$ cat config.mk
export PLATFORM = sky130hd
export DESIGN_NAME = bounded_list_insert_delete_unit_flat
export DESIGN_NICKNAME = d
export VERILOG_FILES = /design/src/design/blid_pkg.sv /design/src/design/blid_if.sv /design/src/design/bounded_list_insert_delete_unit.sv /design/src/design/blid_cell.sv /design/src/flat_wrapper.sv
export SDC_FILE = /design/constraint.sdc
export NUM_CORES = 2
export LEC_CHECK = 0
export BUFFER_PORTS_ARGS = -buffer_cell sky130_fd_sc_hd__buf_2
export CELL_PAD_IN_SITES_DETAIL_PLACEMENT = 1
export CELL_PAD_IN_SITES_GLOBAL_PLACEMENT = 1
export CORE_MARGIN = 2
export CORE_UTILIZATION = 42
export DETAILED_ROUTE_END_ITERATION = 8
export PLACE_DENSITY_LB_ADDON = 0.1
export REMOVE_ABC_BUFFERS = 1
export SLEW_MARGIN = 10
export SYNTH_ARGS = -nofsm -noshare
export SYNTH_HDL_FRONTEND = slang
export SYNTH_SLANG_ARGS = --single-unit
$ cat constraint.sdc
create_clock -name i_clk -period 6.1 [get_ports i_clk]
set_input_delay 0.305 -clock i_clk [delete_from_list [all_inputs] [get_ports i_clk]]
set_output_delay 0.305 -clock i_clk [all_outputs]
set_load 0.02 [all_outputs]
$ cat src/design/blid_pkg.sv
package blid_pkg;

    // Fixed payload widths of the channels.
    localparam int VALUE_W    = 32;
    localparam int ACTION_W   = 2;
    localparam int POSITION_W = 6;

    // Default list capacity, handed to the top level parameter.
    localparam int DEF_CAPACITY = 64;

    typedef logic signed [VALUE_W-1:0]  t_word;
    typedef logic        [ACTION_W-1:0] t_action;
    typedef logic        [POSITION_W-1:0] t_position;

    // Input action codes. The last code leaves the list as it is.
    localparam t_action ACT_FRONT  = 2'd0;
    localparam t_action ACT_BACK   = 2'd1;
    localparam t_action ACT_DELETE = 2'd2;
    localparam t_action ACT_NOP    = 2'd3;

    // Operations broadcast to every cell of the chain.
    typedef logic [2:0] t_cell_op;
    localparam t_cell_op OP_HOLD   = 3'd0;  // keep the stored value
    localparam t_cell_op OP_PUSH   = 3'd1;  // take the left neighbor
    localparam t_cell_op OP_LOAD   = 3'd2;  // marked cell takes the new value
    localparam t_cell_op OP_PULL   = 3'd3;  // marked cells take the right neighbor
    localparam t_cell_op OP_ROTATE = 3'd4;  // right neighbor, marked cell takes the front

    typedef struct packed {
        t_cell_op op;
        t_word    value;
    } t_cell_ctrl;

endpackage

$ cat src/design/blid_if.sv
interface blid_in_if;
    import blid_pkg::*;

    logic      valid;
    logic      ready;
    t_action   action;
    t_word     value;
    t_position position;

    modport source (output valid, output action, output value, output position, input ready);
    modport sink   (input valid, input action, input value, input position, output ready);
endinterface

interface blid_out_if;
    import blid_pkg::*;

    logic  valid;
    logic  ready;
    t_word entry_value;
    logic  is_last;
    logic  list_empty;
    logic  insert_dropped;

    modport source (
        output valid, output entry_value, output is_last, output list_empty,
        output insert_dropped, input ready
    );
    modport sink (
        input valid, input entry_value, input is_last, input list_empty,
        input insert_dropped, output ready
    );
endinterface

$ cat src/design/bounded_list_insert_delete_unit.sv
// Channel   Modport      Payload                                          Transfer
// i_in      sink         action, value, position                          valid && ready
// o_out     source       entry_value, is_last, list_empty, insert_dropped valid && ready
//
// Each item first applies its edit to the chain, then streams one result per
// entry when the list is not empty, or a single empty marker when it is.
// The single front cell of the chain presents the results, one entry per
// output transfer, while the chain rotates behind it.
// The synchronous reset i_rst_n empties the list; entry contents are not cleared.
// A stall on o_out simply holds the chain; no new item is taken until the
// last result of the current one has been transferred.
module bounded_list_insert_delete_unit #(
    parameter int CAPACITY = blid_pkg::DEF_CAPACITY
) (
    input  logic        i_clk,
    input  logic        i_rst_n,
    blid_in_if.sink     i_in,
    blid_out_if.source  o_out
);
    import blid_pkg::*;

    localparam int CNT_W = $clog2(CAPACITY + 1);
    // Common width for comparing the 6-bit position against the count.
    localparam int CMP_W = (CNT_W > POSITION_W) ? CNT_W : POSITION_W;

    localparam logic ST_IDLE = 1'b0;
    localparam logic ST_SEND = 1'b1;

    logic             r_state, n_state;
    logic [CNT_W-1:0] r_count, n_count;
    logic [CNT_W-1:0] r_idx,   n_idx;
    logic             r_drop,  n_drop;

    t_cell_ctrl w_ctrl;
    t_word      w_value [CAPACITY];
    logic       w_mark  [CAPACITY];

    logic             w_in_xfer;
    logic             w_out_xfer;
    logic             w_full;
    logic             w_pos_ok;
    logic             w_empty;
    logic             w_last;
    logic [CNT_W-1:0] w_last_idx;

    assign w_in_xfer  = i_in.valid && i_in.ready;
    assign w_out_xfer = o_out.valid && o_out.ready;
    assign w_full     = (r_count == CNT_W'(CAPACITY));
    assign w_pos_ok   = (CMP_W'(i_in.position) < CMP_W'(r_count));
    assign w_empty    = (r_count == '0);
    assign w_last_idx = r_count - 1'b1;
    assign w_last     = w_empty || (r_idx == w_last_idx);

    // The sequencer: edit the chain when an item is transferred in, then
    // stream the list by rotating it once around its occupied cells.
    always_comb begin
        n_state      = r_state;
        n_count      = r_count;
        n_idx        = r_idx;
        n_drop       = r_drop;
        w_ctrl.op    = OP_HOLD;
        w_ctrl.value = i_in.value;
        unique case (r_state)
            ST_IDLE: begin
                if (w_in_xfer) begin
                    n_state = ST_SEND;
                    n_idx   = '0;
                    n_drop  = 1'b0;
                    unique case (i_in.action)
                        ACT_FRONT: begin
                            if (w_full) begin
                                n_drop = 1'b1;
                            end else begin
                                w_ctrl.op = OP_PUSH;
                                n_count   = r_count + 1'b1;
                            end
                        end
                        ACT_BACK: begin
                            if (w_full) begin
                                n_drop = 1'b1;
                            end else begin
                                w_ctrl.op = OP_LOAD;
                                n_count   = r_count + 1'b1;
                            end
                        end
                        ACT_DELETE: begin
                            if (w_pos_ok) begin
                                w_ctrl.op = OP_PULL;
                                n_count   = r_count - 1'b1;
                            end
                        end
                        default: begin
                            // Unused action code: the list is streamed unchanged.
                        end
                    endcase
                end
            end
            ST_SEND: begin
                if (w_out_xfer) begin
                    if (!w_empty) begin
                        w_ctrl.op = OP_ROTATE;
                    end
                    if (w_last) begin
                        n_state = ST_IDLE;
                    end else begin
                        n_idx = r_idx + 1'b1;
                    end
                end
            end
            default: begin
                n_state = ST_IDLE;
            end
        endcase
    end

    always_ff @(posedge i_clk) begin
        if (!i_rst_n) begin
            r_state <= ST_IDLE;
            r_count <= '0;
            r_idx   <= '0;
            r_drop  <= 1'b0;
        end else begin
            r_state <= n_state;
            r_count <= n_count;
            r_idx   <= n_idx;
            r_drop  <= n_drop;
        end
    end

    // The chain of cells. Each cell decodes its own mark from its fixed index:
    // the append slot, the tail of a delete, or the wrap point of a rotation.
    for (genvar k = 0; k < CAPACITY; k++) begin : g_cell
        t_word w_left;
        t_word w_right;

        if (k == 0) begin : g_front
            assign w_left = i_in.value;
        end else begin : g_mid
            assign w_left = w_value[k-1];
        end

        if (k == CAPACITY - 1) begin : g_back
            assign w_right = w_value[k];
        end else begin : g_inner
            assign w_right = w_value[k+1];
        end

        always_comb begin
            case (w_ctrl.op)
                OP_LOAD:   w_mark[k] = (CNT_W'(k) == r_count);
                OP_PULL:   w_mark[k] = (CMP_W'(k) >= CMP_W'(i_in.position));
                OP_ROTATE: w_mark[k] = (CNT_W'(k) == w_last_idx);
                default:   w_mark[k] = 1'b0;
            endcase
        end

        blid_cell u_cell (
            .i_clk   (i_clk),
            .i_ctrl  (w_ctrl),
            .i_mark  (w_mark[k]),
            .i_left  (w_left),
            .i_right (w_right),
            .i_front (w_value[0]),
            .o_value (w_value[k])
        );
    end

    assign i_in.ready           = (r_state == ST_IDLE);
    assign o_out.valid          = (r_state == ST_SEND);
    assign o_out.entry_value    = w_empty ? '0 : w_value[0];
    assign o_out.is_last        = w_last;
    assign o_out.list_empty     = w_empty;
    assign o_out.insert_dropped = r_drop;

    // The block never takes an item while results are still pending.
    a_no_overlap: assert property (@(posedge i_clk) disable iff (!i_rst_n)
        !(i_in.ready && o_out.valid))
        else $error("input taken while results pending");

    // The fill count never passes the capacity.
    a_count_range: assert property (@(posedge i_clk) disable iff (!i_rst_n)
        r_count <= CNT_W'(CAPACITY))
        else $error("entry count beyond capacity");

    // Every accepted item leads to results in the next cycle.
    a_results_follow: assert property (@(posedge i_clk) disable iff (!i_rst_n)
        w_in_xfer |=> o_out.valid)
        else $error("no results after input transfer");

    // An empty list answers with a single, final result.
    a_empty_last: assert property (@(posedge i_clk) disable iff (!i_rst_n)
        (o_out.valid && o_out.list_empty) |-> o_out.is_last)
        else $error("empty result not marked last");

    // A dropped insert means the list was full and stays full.
    a_drop_full: assert property (@(posedge i_clk) disable iff (!i_rst_n)
        (o_out.valid && o_out.insert_dropped) |-> w_full)
        else $error("insert dropped on a list that is not full");

endmodule

$ cat src/design/blid_cell.sv
module blid_cell (
    input  logic                i_clk,
    input  blid_pkg::t_cell_ctrl i_ctrl,
    input  logic                i_mark,
    input  blid_pkg::t_word     i_left,
    input  blid_pkg::t_word     i_right,
    input  blid_pkg::t_word     i_front,
    output blid_pkg::t_word     o_value
);
    import blid_pkg::*;

    t_word r_value;
    t_word n_value;

    always_comb begin
        n_value = r_value;
        case (i_ctrl.op)
            OP_PUSH:   n_value = i_left;
            OP_LOAD:   n_value = i_mark ? i_ctrl.value : r_value;
            OP_PULL:   n_value = i_mark ? i_right : r_value;
            OP_ROTATE: n_value = i_mark ? i_front : i_right;
            default:   n_value = r_value;
        endcase
    end

    always_ff @(posedge i_clk) begin
        r_value <= n_value;
    end

    assign o_value = r_value;

endmodule

$ cat src/flat_wrapper.sv
// flat-port wrapper written by rule: the top's interface ports become plain ports
module bounded_list_insert_delete_unit_flat import blid_pkg::*;
#(
    parameter int CAPACITY = blid_pkg::DEF_CAPACITY
)
  (i_clk, i_rst_n, i_in_valid, i_in_action, i_in_value, i_in_position, i_in_ready, o_out_valid, o_out_entry_value, o_out_is_last, o_out_list_empty, o_out_insert_dropped, o_out_ready);
  blid_in_if i_in_i ();
  blid_out_if o_out_i ();
  input  logic i_clk;
  input  logic i_rst_n;
  input wire logic [$bits(i_in_i.valid)-1:0] i_in_valid;
  input wire logic [$bits(i_in_i.action)-1:0] i_in_action;
  input wire logic [$bits(i_in_i.value)-1:0] i_in_value;
  input wire logic [$bits(i_in_i.position)-1:0] i_in_position;
  output wire logic [$bits(i_in_i.ready)-1:0] i_in_ready;
  output wire logic [$bits(o_out_i.valid)-1:0] o_out_valid;
  output wire logic [$bits(o_out_i.entry_value)-1:0] o_out_entry_value;
  output wire logic [$bits(o_out_i.is_last)-1:0] o_out_is_last;
  output wire logic [$bits(o_out_i.list_empty)-1:0] o_out_list_empty;
  output wire logic [$bits(o_out_i.insert_dropped)-1:0] o_out_insert_dropped;
  input wire logic [$bits(o_out_i.ready)-1:0] o_out_ready;
  assign i_in_i.valid = i_in_valid;
  assign i_in_i.action = i_in_action;
  assign i_in_i.value = i_in_value;
  assign i_in_i.position = i_in_position;
  assign i_in_ready = i_in_i.ready;
  assign o_out_valid = o_out_i.valid;
  assign o_out_entry_value = o_out_i.entry_value;
  assign o_out_is_last = o_out_i.is_last;
  assign o_out_list_empty = o_out_i.list_empty;
  assign o_out_insert_dropped = o_out_i.insert_dropped;
  assign o_out_i.ready = o_out_ready;
  bounded_list_insert_delete_unit #(.CAPACITY(CAPACITY)) u_core (.i_clk(i_clk), .i_rst_n(i_rst_n), .i_in(i_in_i), .o_out(o_out_i));
endmodule
==> out/summary.txt <==
Comb pwr share - 20.4%
Clock Path Buffers - 3
number of buffers created by CTS - 232
post-route clock period utilization - 87.6%
Vias - 95963
final setup fails - 0
Hold Path Stages - 4
Post-synth EDFFs - 2048
Pins Over Slew Limit - 0
Post-DP HPWL - 337 mm
CTS tree - yes
r2r startpoint - u_core.r_count[3]
startpoint types - flop
register area share after synthesis - 59.6%
die height - 501 um
post-route ant nets - 0
share of cells above drive strength 1 - 11.6%
die width - 501 um
area grow syn2layout - 13.3%
IO Port Bufs - 80
maximum vdd ir drop - 0.325 mV
Tightest Pin Transition - 1.31 ns
antenna violations before repair - 53
area share of fa/ha/maj cells after synthesis - 0.133%
Switching Power - 14.0 mW
global route overflow - 0
XOR/XNOR Fraction of Synth Area - 0.178%
synth cell count leaders - 2463 x nor2_1, 2048 x edfxtp_1, 980 x a221oi_1
ys flop type - edfxtp_1
drt pass-1 iters - 8
Crit path required time - 6.67 ns
hold_sp - i_in_action[0]
crit path max fanout - 20
wire per inst - 40.1 um
Hold Path End - u_core.r_count[3]
die footprint - 251000 um^2
relative slew slack - 12.8%
dpl ws - 0.953 ns
FMAX - 0.187 GHz
Yosys cell types - 82
Total Routing Usage GR - 41.2%
Setup Buffers After CTS - 0
largest net degree at the start of global routing - 217
core area - 246000 um^2
Synth area leaders - edfxtp_1 59%, nor2_1 8.9%, a221oi_1 8.3%
Synth Area in Simple Gates - 12.8%
post-layout net count - 9885
Period minus WS final - 5.35 ns
Hold Fails Final Rpt - 0
# rows - 182
clock power share - 32.9%
clk_lat worst skew - 0.92 ns
Post-Route WL - 533 mm
CTS Root Cell - clkbuf_16
vias in the first global route - 95031
register bit total from synthesis - 2064
Clock Sink Count - 2064
top-count cell post-synth - nor2_1
Synth Area in Compound Gates - 22.7%
power per cell area - 363 nW/um^2
Crit Path Category - flop to flop
R2R Setup Slk - 0.75 ns
Yosys warning count - 0
Reg power frac - 46.8%
Worst Hold Class - input pin to flop
internal power - 28.7 mW
Crit. End Element - flop
RSZ-0062 raised after global routing - false
largest family of logic cells by synthesized area - compound AO/OA/AOI/OAI gates
CTS HTree Levels - 4
Post-CTS Resized - 0
DR iter-0 viols - 15131
post-synth top area cell - edfxtp_1
Lkg Pwr - 38.9 nW
Worst Clk Skew - 0.0942 ns
top cell type's share of synthesized area - 59.3%
GP Congestion - 0.984
reg2reg path depth - 10
setup TNS - 0 ns
Data arrival, critical path - 5.92 ns
initial core utilization - 42.2%
Post-synth ARST share - 0%
Vias/cell - 7.23
Net Sw Frac - 32.7%
Synth Instances - 10123
RR Endpoint - u_core.g_cell[30].u_cell.o_value[12]
Syn Area/Cell - 10.3 um^2
multiplexer area fraction after synthesis - 0.0301%
first-pass GRT wire length - 739 mm
top-level I/O count - 81
max cap viols - 0
# DRC - 0
Cell Area, Synth - 104000 um^2
clk slew on worst S/H paths - 0.06 ns
outcome - completed
Final WS setup - 0.754 ns
-- area by class of cell --
| class | instances | area [um^2] |
|---|---|---|
| multi-input combinational | 6857 | 39000 |
| sequential | 2064 | 61800 |
| tap | 3220 | 4030 |
| antenna | 31 | 77.6 |
| fill | 26242 | 128000 |
| clock inverter | 130 | 1100 |
| inverter | 89 | 334 |
| timing repair buffer | 586 | 5040 |
| clock buffer | 300 | 6140 |
-- per-stage QoR --
step / power (mW) / instances / utilization, % / hold slack (ns) / instance area, um^2
2_1_floorplan: 25.9 / 9010 / - / 0.427 / 99400
3_3_place_gp: 28.1 / 12776 / 44.7 / 0.513 / 110000
3_5_place_dp: 28.4 / 12776 / 44.7 / 0.521 / 110000
4_1_cts: 42.2 / 13243 / 47.8 / 0.0563 / 117000
5_1_grt: 43.7 / 13253 / 47.8 / 0.126 / 117000
6_report: 42.7 / 13277 / 47.8 / 0.114 / 118000
-- worst max-delay path by stage --
| stage | from | end | slack (ns) | cells past startpoint |
|---|---|---|---|---|
| after floorplan | u_core.r_count[1] | u_core.g_cell[49].u_cell.o_value[0] | -104.86 | 7 |
| after global placement | u_core.r_count[3] | u_core.g_cell[29].u_cell.o_value[18] | 1.01 | 10 |
| after detailed placement | u_core.r_count[3] | u_core.g_cell[29].u_cell.o_value[13] | 0.95 | 10 |
| after CTS | u_core.r_count[3] | u_core.g_cell[32].u_cell.o_value[5] | 0.88 | 10 |
| after global routing | u_core.r_count[3] | u_core.g_cell[33].u_cell.o_value[31] | 0.67 | 10 |
| final | u_core.r_count[3] | u_core.g_cell[30].u_cell.o_value[12] | 0.75 | 10 |
-- layout by cell type, fill, tap and decap left out, types with 19 or more instances in the layout --
cell type / Yosys / routed
nand3_1: 55 / 55
o21ai_1: 75 / 62
nand2b_1: 35 / 35
a222oi_1: 31 / 31
clkbuf_1: 888 / 63
edfxtp_1: 2048 / 2048
a31oi_1: 48 / 45
clkbuf_16: 0 / 235
and2_1: 62 / 43
clkinv_1: 0 / 68
a21oi_1: 626 / 524
nor2_1: 2463 / 2443
diode_2: 0 / 31
a221o_1: 31 / 31
o22a_1: 35 / 35
buf_4: 4 / 409
and2_2: 0 / 30
clkinv_2: 0 / 30
a21oi_4: 1 / 65
a221oi_1: 980 / 980
a22o_1: 19 / 19
inv_1: 89 / 89
nand2_4: 1 / 39
dlygate4sd3_1: 0 / 37
nand2_1: 698 / 632
buf_2: 169 / 80
o22ai_1: 312 / 307
nand2_2: 0 / 28
o211ai_1: 487 / 487
buf_12: 0 / 60
a21oi_2: 6 / 44
o21ai_0: 668 / 666
-- per-layer routing --
| layer | global-route usage, % | vias up | share of wire (%) |
|---|---|---|---|
| li1 | - | 37817 | - |
| met1 | 53.7 | 49700 | 38 |
| met2 | 60.7 | 7051 | 43 |
| met3 | 12.2 | 1381 | 12 |
| met4 | 23.9 | 14 | 6.5 |
| met5 | 0 | - | 0.020 |
-- sequential cells by signal (all words and copies together) (netlist names) --
signal	count
u_core.g_cell.u_cell.o_value	2048
u_core.o_out.insert_dropped	1
u_core.o_out.valid	1
u_core.r_count	7
u_core.r_idx	7
-- logic make-up (layout without fill, tap and decap cells) --
logic type,count (synthesis),count (layout)
buffers and inverters,1202,1105
AO/OA/AOI/OAI,3432,3432
flip-flops,2064,2064
other,0,31
XOR/XNOR,18,18
adder cells (fa/ha/maj),11,11
multiplexers,3,3
AND/OR/NAND/NOR,3393,3393
-- power by group through the flow --
| stage | registers, mW | clock network, mW | logic (mW) |
|---|---|---|---|
| 2_1_floorplan | 18.7 | 0 | 7.20 |
| 3_3_place_gp | 20.1 | 0 | 8.07 |
| 3_5_place_dp | 20.1 | 0 | 8.31 |
| 4_1_cts | 19.8 | 14.0 | 8.38 |
| 5_1_grt | 20.0 | 14.5 | 9.15 |
| 6_report | 19.9 | 14.0 | 8.70 |
-- critical path, stage by stage, from the launching register on --
cell and delay, ns:
dfxtp_1 0.83, inv_1 0.32, ha_1 0.27, a211oi_1 0.24, nor3_1 0.11, a211o_1 0.47
o21ai_0 0.90, nor2_4 0.26, buf_12 0.28, a31oi_4 0.85, buf_4 0.41
-- repair_timing --
action	CTS	global route
hold buffers	37	0
endpoints found under the hold margin	117	0
setup endpoints to repair	0	0
No activity file was read; power rests on OpenSTA's default activity.
